$ cat config.mk
export PLATFORM = sky130hd
export DESIGN_NAME = bencode_token_parser
export DESIGN_NICKNAME = d
export VERILOG_FILES = /design/src/btp_pkg.sv /design/src/btp_in_stage.sv /design/src/btp_core.sv /design/src/btp_out_stage.sv /design/src/bencode_token_parser.sv
export SDC_FILE = /design/constraint.sdc
export NUM_CORES = 1
export LEC_CHECK = 0
export ABC_AREA = 1
export BUFFER_PORTS_ARGS = -buffer_cell sky130_fd_sc_hd__clkbuf_2
export CAP_MARGIN = 10
export CORE_MARGIN = 1
export CORE_UTILIZATION = 59
export CTS_BUF_LIST = sky130_fd_sc_hd__clkbuf_2 sky130_fd_sc_hd__clkbuf_4 sky130_fd_sc_hd__clkbuf_8
export CTS_CLUSTER_DIAMETER = 100
export CTS_CLUSTER_SIZE = 8
export DETAILED_ROUTE_END_ITERATION = 6
export PLACE_DENSITY = 0.8
export SLEW_MARGIN = 0
export SYNTH_ARGS = -nofsm -noshare
export SYNTH_HDL_FRONTEND = slang
export SYNTH_HIERARCHICAL = 1
export SYNTH_SLANG_ARGS = --single-unit
$ cat constraint.sdc
create_clock -name clk_i -period 8.5 [get_ports clk_i]
set_input_delay 1.275 -clock clk_i [delete_from_list [all_inputs] [get_ports clk_i]]
set_output_delay 1.275 -clock clk_i [all_outputs]
set_load 0.01 [all_outputs]
$ cat src/btp_pkg.sv
// Package for the bencode token parser: transaction structs, token kinds,
// error codes and the ASCII characters of the grammar. No dependencies.
`default_nettype none

package btp_pkg;

  // Token kinds.
  localparam logic [2:0] KIND_STR_START = 3'd0;
  localparam logic [2:0] KIND_STR_BYTE  = 3'd1;
  localparam logic [2:0] KIND_INT       = 3'd2;
  localparam logic [2:0] KIND_LIST      = 3'd3;
  localparam logic [2:0] KIND_MAP       = 3'd4;
  localparam logic [2:0] KIND_CLOSE     = 3'd5;
  localparam logic [2:0] KIND_ERROR     = 3'd6;

  // Error codes.
  localparam logic [2:0] ERR_NONE       = 3'd0;
  localparam logic [2:0] ERR_UNEXPECTED = 3'd1;
  localparam logic [2:0] ERR_BAD_INT    = 3'd2;
  localparam logic [2:0] ERR_OVERFLOW   = 3'd3;
  localparam logic [2:0] ERR_NESTING    = 3'd4;
  localparam logic [2:0] ERR_KEY        = 3'd5;
  localparam logic [2:0] ERR_TRUNCATED  = 3'd6;
  localparam logic [2:0] ERR_TRAILING   = 3'd7;

  // Characters of the grammar.
  localparam logic [7:0] CH_INT   = 8'h69;  // i
  localparam logic [7:0] CH_END   = 8'h65;  // e
  localparam logic [7:0] CH_LIST  = 8'h6C;  // l
  localparam logic [7:0] CH_MAP   = 8'h64;  // d
  localparam logic [7:0] CH_COLON = 8'h3A;  // :
  localparam logic [7:0] CH_MINUS = 8'h2D;  // -
  localparam logic [7:0] CH_ZERO  = 8'h30;  // 0
  localparam logic [7:0] CH_NINE  = 8'h39;  // 9

  // One input transaction.
  typedef struct packed {
    logic [7:0] in_byte;
    logic       end_of_value;
  } in_item_t;

  // One result transaction.
  typedef struct packed {
    logic [2:0]         token_kind;
    logic signed [63:0] number_out;
    logic [7:0]         payload_byte;
    logic               is_map_key;
    logic               value_done;
    logic [2:0]         error_code;
  } token_t;

endpackage

`default_nettype wire

$ cat src/btp_in_stage.sv
// Input register of the bencode token parser.
// Depends on btp_pkg for the input transaction struct.
`default_nettype none

module btp_in_stage (
  input  wire logic              clk_i,
  input  wire logic              rst_ni,
  input  wire logic              in_valid_i,
  output logic                   in_stall_o,
  input  wire btp_pkg::in_item_t in_data_i,
  input  wire logic              advance_i,
  output logic                   item_vld_o,
  output btp_pkg::in_item_t      item_o
);

  logic              vld_q, vld_d;
  btp_pkg::in_item_t item_q;
  logic              accept;

  // The register is refilled in the same cycle it hands its byte onward.
  assign in_stall_o = vld_q && !advance_i;
  assign accept     = in_valid_i && !in_stall_o;

  always_comb begin
    vld_d = vld_q;
    if (accept) begin
      vld_d = 1'b1;
    end else if (advance_i) begin
      vld_d = 1'b0;
    end
  end

  always_ff @(posedge clk_i or negedge rst_ni) begin
    if (!rst_ni) begin
      vld_q <= 1'b0;
    end else begin
      vld_q <= vld_d;
    end
  end

  // Payload needs no reset.
  always_ff @(posedge clk_i) begin
    if (accept) begin
      item_q <= in_data_i;
    end
  end

  assign item_vld_o = vld_q;
  assign item_o     = item_q;

endmodule

`default_nettype wire

$ cat src/btp_core.sv
// Parse state and per-byte step logic of the bencode token parser.
// Depends on btp_pkg for the structs, token kinds, error codes and characters.
`default_nettype none

module btp_core #(
  parameter int unsigned LENGTH_BITS = 32
) (
  input  wire logic              clk_i,
  input  wire logic              rst_ni,
  input  wire logic              step_i,
  input  wire btp_pkg::in_item_t item_i,
  output logic                   tok_vld_o,
  output btp_pkg::token_t        tok_o
);

  // Parse modes.
  localparam logic [2:0] MODE_START = 3'd0;
  localparam logic [2:0] MODE_INT   = 3'd1;
  localparam logic [2:0] MODE_LEN   = 3'd2;
  localparam logic [2:0] MODE_STR   = 3'd3;
  localparam logic [2:0] MODE_DONE  = 3'd4;
  localparam logic [2:0] MODE_SKIP  = 3'd5;

  // Container types.
  localparam logic [1:0] CT_NONE = 2'd0;
  localparam logic [1:0] CT_LIST = 2'd1;
  localparam logic [1:0] CT_MAP  = 2'd2;

  logic [2:0]             mode_q, mode_d;
  logic [1:0]             ct_q, ct_d;
  logic                   key_q, key_d;
  logic [63:0]            acc_q, acc_d;
  logic                   neg_q, neg_d;
  logic                   dig_q, dig_d;
  logic [LENGTH_BITS-1:0] rem_q, rem_d;
  logic                   vc_q, vc_d;

  logic [7:0]             byte_in;
  logic                   last;
  logic                   map_key;
  logic                   is_dig;
  logic [3:0]             digit;
  logic [67:0]            acc_wide;
  logic [67:0]            acc_x10;
  logic [67:0]            int_lim;
  logic [LENGTH_BITS-1:0] rem_dec;
  logic                   item_end;
  logic                   done;
  logic                   have;
  logic [2:0]             err;
  btp_pkg::token_t        tok;

  assign byte_in  = item_i.in_byte;
  assign last     = item_i.end_of_value;
  assign map_key  = (ct_q == CT_MAP) && key_q;
  assign is_dig   = byte_in inside {[btp_pkg::CH_ZERO:btp_pkg::CH_NINE]};
  assign digit    = byte_in[3:0];

  // Next accumulator value, times ten by shift and add, kept wide for the
  // range checks.
  assign acc_wide = {4'd0, acc_q};
  assign acc_x10  = (acc_wide << 3) + (acc_wide << 1) + {64'd0, digit};
  // Largest magnitude: 2^63 for a negative integer, 2^63 - 1 otherwise.
  assign int_lim  = {4'd0, neg_q, {63{~neg_q}}};
  assign rem_dec  = rem_q - {{(LENGTH_BITS-1){1'b0}}, (rem_q != '0)};

  // One byte of the grammar.
  always_comb begin
    mode_d   = mode_q;
    ct_d     = ct_q;
    key_d    = key_q;
    acc_d    = acc_q;
    neg_d    = neg_q;
    dig_d    = dig_q;
    rem_d    = rem_q;
    vc_d     = vc_q;
    item_end = 1'b0;
    done     = 1'b0;
    have     = 1'b0;
    err      = btp_pkg::ERR_NONE;
    tok      = '0;

    case (mode_q)
      MODE_START: begin
        if (byte_in == btp_pkg::CH_END && (ct_q == CT_LIST || map_key)) begin
          tok.token_kind = btp_pkg::KIND_CLOSE;
          have   = 1'b1;
          ct_d   = CT_NONE;
          key_d  = 1'b0;
          vc_d   = 1'b1;
          mode_d = MODE_DONE;
          done   = 1'b1;
        end else if (is_dig) begin
          acc_d  = {60'd0, digit};
          mode_d = MODE_LEN;
        end else if (map_key) begin
          err = btp_pkg::ERR_KEY;
        end else if (byte_in == btp_pkg::CH_INT) begin
          acc_d  = '0;
          neg_d  = 1'b0;
          dig_d  = 1'b0;
          mode_d = MODE_INT;
        end else if (byte_in == btp_pkg::CH_LIST || byte_in == btp_pkg::CH_MAP) begin
          if (ct_q != CT_NONE) begin
            err = btp_pkg::ERR_NESTING;
          end else if (byte_in == btp_pkg::CH_LIST) begin
            tok.token_kind = btp_pkg::KIND_LIST;
            have = 1'b1;
            ct_d = CT_LIST;
          end else begin
            tok.token_kind = btp_pkg::KIND_MAP;
            have  = 1'b1;
            ct_d  = CT_MAP;
            key_d = 1'b1;
          end
        end else begin
          err = btp_pkg::ERR_UNEXPECTED;
        end
      end
      MODE_INT: begin
        if (byte_in == btp_pkg::CH_END) begin
          if (!dig_q) begin
            err = btp_pkg::ERR_BAD_INT;
          end else begin
            tok.token_kind = btp_pkg::KIND_INT;
            tok.number_out = neg_q ? -$signed(acc_q) : $signed(acc_q);
            have     = 1'b1;
            acc_d    = '0;
            neg_d    = 1'b0;
            dig_d    = 1'b0;
            item_end = 1'b1;
          end
        end else if (byte_in == btp_pkg::CH_MINUS) begin
          if (dig_q || neg_q) begin
            err = btp_pkg::ERR_BAD_INT;
          end else begin
            neg_d = 1'b1;
          end
        end else if (is_dig) begin
          if (dig_q && acc_q == '0) begin
            err = btp_pkg::ERR_BAD_INT;
          end else if (!dig_q && neg_q && digit == 4'd0) begin
            err = btp_pkg::ERR_BAD_INT;
          end else if (acc_x10 > int_lim) begin
            err = btp_pkg::ERR_OVERFLOW;
          end else begin
            acc_d = acc_x10[63:0];
            dig_d = 1'b1;
          end
        end else begin
          err = btp_pkg::ERR_BAD_INT;
        end
      end
      MODE_LEN: begin
        if (is_dig) begin
          if (acc_x10[67:LENGTH_BITS] != '0) begin
            err = btp_pkg::ERR_OVERFLOW;
          end else begin
            acc_d = acc_x10[63:0];
          end
        end else if (byte_in == btp_pkg::CH_COLON) begin
          tok.token_kind = btp_pkg::KIND_STR_START;
          tok.number_out = $signed(acc_q);
          tok.is_map_key = map_key;
          have  = 1'b1;
          rem_d = acc_q[LENGTH_BITS-1:0];
          acc_d = '0;
          if (acc_q == '0) begin
            item_end = 1'b1;
          end else begin
            mode_d = MODE_STR;
          end
        end else begin
          err = btp_pkg::ERR_BAD_INT;
        end
      end
      MODE_STR: begin
        tok.token_kind   = btp_pkg::KIND_STR_BYTE;
        tok.payload_byte = byte_in;
        tok.is_map_key   = map_key;
        have  = 1'b1;
        rem_d = rem_dec;
        if (rem_dec == '0) begin
          item_end = 1'b1;
        end
      end
      MODE_DONE: begin
        err = btp_pkg::ERR_TRAILING;
      end
      default: begin
      end
    endcase

    // A string or integer has ended: finish the value or step the container.
    if (item_end) begin
      if (ct_q == CT_NONE) begin
        vc_d   = 1'b1;
        mode_d = MODE_DONE;
        done   = 1'b1;
      end else begin
        if (ct_q == CT_MAP) begin
          key_d = ~key_q;
        end
        mode_d = MODE_START;
      end
    end

    // Skipping after an error drops bytes; otherwise check for truncation.
    if (mode_q == MODE_SKIP) begin
      have = 1'b0;
    end else begin
      if (err == btp_pkg::ERR_NONE && last && !vc_d) begin
        err = btp_pkg::ERR_TRUNCATED;
      end
      if (err != btp_pkg::ERR_NONE) begin
        tok            = '0;
        tok.token_kind = btp_pkg::KIND_ERROR;
        tok.error_code = err;
        done   = 1'b1;
        have   = 1'b1;
        mode_d = MODE_SKIP;
      end
    end
    tok.value_done = done;

    // The final byte of a value always returns the parser to its idle state.
    if (last) begin
      mode_d = MODE_START;
      ct_d   = CT_NONE;
      key_d  = 1'b0;
      acc_d  = '0;
      neg_d  = 1'b0;
      dig_d  = 1'b0;
      rem_d  = '0;
      vc_d   = 1'b0;
    end
  end

  // Parse state registers.
  always_ff @(posedge clk_i or negedge rst_ni) begin
    if (!rst_ni) begin
      mode_q <= MODE_START;
      ct_q   <= CT_NONE;
      key_q  <= 1'b0;
      acc_q  <= '0;
      neg_q  <= 1'b0;
      dig_q  <= 1'b0;
      rem_q  <= '0;
      vc_q   <= 1'b0;
    end else if (step_i) begin
      mode_q <= mode_d;
      ct_q   <= ct_d;
      key_q  <= key_d;
      acc_q  <= acc_d;
      neg_q  <= neg_d;
      dig_q  <= dig_d;
      rem_q  <= rem_d;
      vc_q   <= vc_d;
    end
  end

  assign tok_vld_o = have;
  assign tok_o     = tok;

endmodule

`default_nettype wire

$ cat src/btp_out_stage.sv
// Result register of the bencode token parser.
// Depends on btp_pkg for the token struct.
`default_nettype none

module btp_out_stage (
  input  wire logic            clk_i,
  input  wire logic            rst_ni,
  input  wire logic            load_i,
  input  wire btp_pkg::token_t tok_i,
  output logic                 free_o,
  output logic                 out_valid_o,
  input  wire logic            out_stall_i,
  output btp_pkg::token_t      out_data_o
);

  logic            vld_q, vld_d;
  btp_pkg::token_t tok_q;

  // The register can take a new token when empty or when its token leaves.
  assign free_o = !vld_q || !out_stall_i;

  always_comb begin
    vld_d = vld_q;
    if (free_o) begin
      vld_d = load_i;
    end
  end

  always_ff @(posedge clk_i or negedge rst_ni) begin
    if (!rst_ni) begin
      vld_q <= 1'b0;
    end else begin
      vld_q <= vld_d;
    end
  end

  always_ff @(posedge clk_i) begin
    if (free_o && load_i) begin
      tok_q <= tok_i;
    end
  end

  assign out_valid_o = vld_q;
  assign out_data_o  = tok_q;

endmodule

`default_nettype wire

$ cat src/bencode_token_parser.sv
// Bencode token parser: one bencoded value in, one byte per transaction, and
// at most one token out per byte. A byte is registered on acceptance,
// parsed once the result register can take its token, and its token is
// registered there; one byte per cycle while out_stall_i stays low.
// Reset clears the parse state and both valid flags; payload is not reset.
// Depends on btp_pkg, btp_in_stage, btp_core and btp_out_stage.
`default_nettype none

module bencode_token_parser #(
  parameter int unsigned LENGTH_BITS = 32
) (
  input  wire logic              clk_i,
  input  wire logic              rst_ni,
  input  wire logic              in_valid_i,
  output logic                   in_stall_o,
  input  wire btp_pkg::in_item_t in_data_i,
  output logic                   out_valid_o,
  input  wire logic              out_stall_i,
  output btp_pkg::token_t        out_data_o
);

  logic              item_vld;
  btp_pkg::in_item_t item;
  logic              out_free;
  logic              advance;
  logic              tok_vld;
  btp_pkg::token_t   tok;

  // A registered byte is parsed once the result register can take its token.
  assign advance = item_vld && out_free;

  btp_in_stage u_in_stage (
    .clk_i      (clk_i),
    .rst_ni     (rst_ni),
    .in_valid_i (in_valid_i),
    .in_stall_o (in_stall_o),
    .in_data_i  (in_data_i),
    .advance_i  (advance),
    .item_vld_o (item_vld),
    .item_o     (item)
  );

  btp_core #(
    .LENGTH_BITS (LENGTH_BITS)
  ) u_core (
    .clk_i     (clk_i),
    .rst_ni    (rst_ni),
    .step_i    (advance),
    .item_i    (item),
    .tok_vld_o (tok_vld),
    .tok_o     (tok)
  );

  btp_out_stage u_out_stage (
    .clk_i       (clk_i),
    .rst_ni      (rst_ni),
    .load_i      (advance && tok_vld),
    .tok_i       (tok),
    .free_o      (out_free),
    .out_valid_o (out_valid_o),
    .out_stall_i (out_stall_i),
    .out_data_o  (out_data_o)
  );

endmodule

`default_nettype wire
Word-level counts from Yosys, hierarchy flattened:

Index checks and enable logic that the tools add are counted.

* register bits after elaboration: 196
* input bits: 13
* word-level logic and storage cells: 251

* add/subtract/negate cells: 4
* order comparisons: 3
* equality and inequality tests: 35
* multiplexer cells: 143
* bitwise operators: 3
* reduce and logical (&&, ||, !) cells: 45

Operator list (count)
* 64-bit 2-to-1 mux: 17
* 64-bit one-hot mux with 3 select lines: 1
* 80-bit 2-to-1 mux: 2
* 67-bit 2-to-1 mux: 2
* 64-bit one-hot mux with 2 select lines: 1
* 3-bit 2-to-1 mux: 33
* 32-bit 2-to-1 mux: 3
* 67-bit by 65-bit adder with 68-bit output: 1
* 68-bit by 4-bit adder with 68-bit output: 1
* 68-bit by 64-bit > comparator with 1-bit output: 1
* 66-bit 2-to-1 mux: 1
* 64-bit logical NOT: 1
* 64-bit negator: 1
* 32-bit one-hot mux with 2 select lines: 1
* 1-bit 2-to-1 mux: 59
* 36-bit nonzero test: 1
* 8-bit by 7-bit == test with 1-bit output (second input constant): 4
* 32-bit logical NOT: 1
* 32-bit nonzero test: 1
* 32-bit by 1-bit subtractor with 32-bit output: 1
* 2-bit 2-to-1 mux: 14
* 4-bit by 3-bit != test with 1-bit output (second input constant): 6
* 3-bit one-hot mux with 4 select lines: 2
* 3-bit != test (second input constant): 6
* other kinds (32): 72

Longest topological paths before layout:

* word-level depth: 20
* mapped depth: 43
* gate-level depth less buffers: 43

Hierarchy:

Netlist, hierarchy kept.

Modules (own cells, without submodules)
* btp_core: instances 1, cells each 3134, area each 17680.7 um^2, seq. area each 2627.5 um^2
* btp_out_stage: instances 1, cells each 85, area each 2443.6 um^2, seq. area each 2427.3 um^2
* btp_in_stage: instances 1, cells each 16, area each 327.8 um^2, seq. area each 295.3 um^2
* bencode_token_parser: instances 1, cells each 4, area each 17.5 um^2, seq. area each 0.0 um^2

Least setup slack after synthesis:

OpenSTA, ideal clock, no wires.

* path kind: reg-to-reg
* start point: register u_in_stage.item_q, in the netlist u_in_stage/item_o[4]
* end point: register u_out_stage.tok_q, in the netlist u_out_stage/out_data_o[0] (enable)
* setup time: 545 ps
* arrival time: 8233 ps
* required time: 7955 ps
* slack: -277 ps
* cell stages (with the launch flop): 42
* path buffers: 0
* clock period less this slack: 8777 ps
* cell sequence: edfxtp_1 > fa_1 > inv_1 > fa_1 > inv_1 > nand3_1 > nand2_2 > nand2_1 > nand2_2 > nand2_1 > nand2_2 > nand2_1 > nand2_2 > xnor2_1 > inv_1 > ha_1 > nand2_1 > nor2_1 > [... 6 more ...] > nand2_1 > nand2_1 > nand2_1 > nand2_1 > nand2_1 > nand2_1 > nand2_1 > nand2_1 > a21oi_2 > nand2_2 > nor2_4 > nand3_1 > nand2_1 > nand3_1 > inv_1 > nor2_2 > inv_1 > a21oi_1

* word-level cells in the longest chain between the ends: 19
* elaborated cells on any way between the ends: 58
* classes of those cells: add/sub (1); order compare (3); eq/ne (6); mux (35); reduce/logical (13)

Ends and longest elaborated chain
* start, declared: RTL line btp_in_stage.sv:17 `btp_pkg::in_item_t item_q;`
* start signal, assigned: RTL line btp_in_stage.sv:44 `item_q <= in_data_i;`
* 68-bit by 4-bit adder with 68-bit output: RTL line btp_core.sv:62 `assign acc_x10 = (acc_wide << 3) + (acc_wide << 1) + {64'd0, digit};`
* 68-bit by 64-bit > comparator with 1-bit output: RTL line btp_core.sv:144 `end else if (acc_x10 > int_lim) begin`
* 2-bit 2-to-1 mux: RTL line btp_core.sv:144
* 3-bit 2-to-1 mux: RTL line btp_core.sv:142 `end else if (!dig_q && neg_q && digit == 4'd0) begin`
* 3-bit 2-to-1 mux: RTL line btp_core.sv:140 `if (dig_q && acc_q == '0) begin`
* 3-bit 2-to-1 mux: RTL line btp_core.sv:139 `end else if (is_dig) begin`
* 3-bit 2-to-1 mux: RTL line btp_core.sv:133 `end else if (byte_in == btp_pkg::CH_MINUS) begin`
* 3-bit 2-to-1 mux: RTL line btp_core.sv:121 `if (byte_in == btp_pkg::CH_END) begin`
* [... 4 more ...]
* 3-bit 2-to-1 mux: RTL line btp_core.sv:212 `if (err == btp_pkg::ERR_NONE && last && !vc_d) begin`
* 3-bit 2-to-1 mux: RTL line btp_core.sv:209 `if (mode_q == MODE_SKIP) begin`
* 3-bit nonzero test: RTL line btp_core.sv:215 `if (err != btp_pkg::ERR_NONE) begin`
* 1-bit 2-to-1 mux (*): RTL line btp_core.sv:215
* 1-bit 2-to-1 mux (*): RTL line btp_core.sv:209
* net tok_vld: RTL line bencode_token_parser.sv:26 `logic tok_vld;`
* 1-bit logical AND (*): RTL line bencode_token_parser.sv:57 `.load_i (advance && tok_vld),`
* 1-bit logical AND (*): RTL line btp_out_stage.sv:38 `if (free_o && load_i) begin`
* end signal, assigned: RTL line btp_out_stage.sv:39 `tok_q <= tok_i;`
* end, declared: RTL line btp_out_stage.sv:17 `btp_pkg::token_t tok_q;`

Mark *: on every way through the listed nets, which the timed path passes. The rest lies on a longest branch. The select of a mux whose other input is x is not followed.
A chain may end at the register's enable or synchronous reset.

Final worst setup path:

* start point: register u_in_stage.item_q, in the netlist u_in_stage/item_o[4]
* end point: register u_out_stage.tok_q, in the netlist u_out_stage/out_data_o[60] (enable)

The elaborated chain is that of the path after synthesis.

==> impl_metrics.toml <==
[status]
status = "finished clean"

[cts]
htreeDepth = 4
insertion_delay_ps = 500
path_clk_slew_ps = 110
cts_setup_buffers = 0
cts.path.max_buffers = 2
clock_sinks = 196
tritoncts = "yes"
numCtsBuffers = 17
ctsHoldBuffers = 0
cts_root_buffer = "clkbuf_8"
cts_resized = 0

[yosys]
netlist.area_leader.share_pct = 17.5
synth_ff_type = "dfrtp_1"
async_flop_share_pct = 54.6
ys_ff_latch = 196
synth_seq_area_share_pct = 26.1
syn_avg_cell_area_um2 = 6.32
netlist_area_mm2 = 0.0205
yosysWarningCount = 6
synth_cell_types = 52
synth_edf_count = 89
syn-num-nets = 3448
synthTopCellsByArea = "nand2_1, dfrtp_1, edfxtp_1"
postSynthCellCount = 3239
yosys.area.top_type = "nand2_1"

[sta]
slew_violations = 0
finalHoldViolCount = 0
fin_crit_ps = 7350
rsz0062_at_grt = "no"
timing.slew.headroom_pct = 23.9
fin_tns_setup_ps = 0
clock_skew_ps = 15.9
fin_crit_sh_pct = 86.5
max_freq_mhz = 136
worst_slew_pin_slew_ps = 1140
setup_violations = 0

[critical_path]
cp_common_cell = "nand2_1"
critPathCapture = "u_out_stage/out_data_o[60]"
slowest_stage = "buf_4"
cp_data_required_time_ps = 8630
r2r-end = "u_out_stage/out_data_o[60]"
rrSetupSlack_ps = 1150
r2r_cells = 40
cp_max_fo = 80
critPathKind = "reg -> reg"
startpoint_type = "register"
cp.arrival_ps = 7480
max_stage_delay_ps = 770
r2r_start = "u_in_stage/item_o[4]"
cp-startpoint = "u_in_stage/item_o[4]"
cp-end-kind = "register"

[power]
power_density_mw_per_mm2 = 183
leakage_nw = 12.5
ir_drop_mv = 0.344

[flow_run]
cap_violations = 0

[die]
core_mm2 = 0.0339
fp.dieW_um = 188
die_y_um = 188
dieArea_mm2 = 0.0354
num_rows = 67
ioPinCount = 95
start_util_pct = 60.4

[placed_design]
dpl.cell_count = 3734
dp_hpwl_um = 58100
gp_congestion = 1.08
portBuffers = 94

[global_route]
grtUsageTotal_pct = 40.5
grt_pass1_vias = 20700
grt_max_degree = 81
grt_antenna_before_repair = 1
grt_pass1_wl_um = 111000
grt-ovfl-total = 0

[drt]
wl_um = 71600
avgViaCountPerCell = 5.86
wl_per_cell_um = 19.0
drc = 0
vias = 22100
ant_nets = 0
drt-initial-drc-count = 2822
dr.pass1.iters = 6

[finish]
finalNonFillerCells = 3766
post-route-util_pct = 64.2
diodes = 0
syn2layout_area_growth_pct = 6.25
layout.nets = 3514
drive_gt1_share_pct = 6.87

[worst_hold_path]
hold_path_class = "reg -> reg"
==> final cells by class <==
class	instances	area, um^2
clock inverters	15	205
fillers	3292	12100
well taps	448	561
clock buffers	17	234
flip-flops and latches	196	5350
inverters	594	2230
repair buffers	108	591
multi-input cells	2388	12600
==> kinds of logic after synthesis <==
kind of cell,share of synthesized area (%)
xor gates and xnor gates,2.95
AOI/OAI and AO/OA,11.0
adders and majority gates,12.1
DFF,26.1
buffers and inverters,12.6
muxes,0.0550
and+or+nand+nor,35.2
==> synth_stat cells, types with 3 or more instances <==
cell      count
o211ai_1      4
inv_1       583
buf_6        12
inv_2         9
o21bai_1     11
nand3_1     196
ha_1        194
nand2_2       9
xnor2_1       5
xor2_1       64
and2_1        3
nor2_4        4
nand4_1      44
clkbuf_1     37
nor3_1       49
a32oi_1       3
buf_4         8
o22ai_1      31
edfxtp_1     89
nor4_1       18
nand3_2       4
nand3b_1     13
nor2_2       38
nor3_2        9
a32o_1       10
o21ai_1      60
dfrtp_1     107
nand2_1     952
a21oi_1     134
a21oi_2       5
o21ai_0     142
nor2_1      362
==> through the flow <==
stage | total power, mW | hold slack, ps | area, um^2 | setup slack [ps]
after floorplan | 2.72 | 486 | 20500 | 1530
after global placement | 3.22 | 526 | 21300 | 1510
after detailed placement | 3.27 | 530 | 21300 | 1360
after CTS | 3.94 | 557 | 21700 | 1280
after global routing | 4.21 | 569 | 21700 | 542
final | 3.98 | 560 | 21700 | 1150
==> worst max-delay path: cells and delay by family (launching register included) <==
kind / cells / cell delay, ps
flops: 1 / 570
compound gates: 2 / 200
simple gates: 30 / 3530
xor+xnor: 1 / 370
fa+ha+maj: 3 / 1190
buf+inv: 4 / 1070
==> cell usage in the layout (no fill, tap or decap), types with 4 or more instances in the layout <==
master and n:
nand2_1 952, inv_1 582, nor2_1 359, nand3_1 196
ha_1 194, o21ai_0 142, a21oi_1 133, dfrtp_1 106
clkbuf_2 93, edfxtp_1 89, xor2_1 64, o21ai_1 60
nor3_1 48, nand4_1 44, nor2_2 40, o22ai_1 31
nor4_1 18, clkbuf_8 17, buf_4 14, nand3b_1 13
o21bai_1 11, nor3_2 10, a32o_1 10, nand2_2 9
inv_2 9, xnor2_1 5, nor2_4 5, inv_8 4
nand3_2 4, o211ai_1 4, a21oi_2 4
==> flip-flops by register name, indices dropped and copies added (netlist names) <==
| register | count |
|---|---|
| u_out_stage/out_data_o | 80 |
| u_core/acc_q | 64 |
| u_core/rem_q | 32 |
| u_in_stage/item_o | 9 |
| u_core/mode_q | 3 |
| u_core/ct_q | 2 |
| u_core/dig_q | 1 |
| u_core/key_q | 1 |
| u_core/neg_q | 1 |
| u_core/vc_q | 1 |
| u_in_stage/item_vld_o | 1 |
| u_out_stage/out_valid_o | 1 |
==> worst min-delay path by stage <==
| stage | slack [ps] | endpoint | start | cells past startpoint |
|---|---|---|---|---|
| 2_1_floorplan | 490 | u_core/rem_q[25] | u_core/rem_q[25] | 1 |
| 3_3_place_gp | 530 | u_core/rem_q[25] | u_core/rem_q[25] | 1 |
| 3_5_place_dp | 530 | u_core/rem_q[25] | u_core/rem_q[25] | 1 |
| 4_1_cts | 560 | u_core/vc_q | u_core/vc_q | 2 |
| 5_1_grt | 570 | u_core/vc_q | u_core/vc_q | 2 |
| 6_report | 560 | u_core/vc_q | u_core/vc_q | 2 |
==> report_power, final <==
part           switching [mW]  internal, mW
combinational            1.38         0.566
clock                   0.386         0.281
sequential              0.131          1.23
total                    1.89          2.08
==> layer usage <==
metal | GRT usage, % | share of wire (%)
met3 | 6.43 | 9.9
met2 | 65.3 | 45
met5 | 0 | 0.018
met4 | 19.7 | 5.0
met1 | 52.8 | 41
Note: power is estimated with default switching activity, not from simulation.
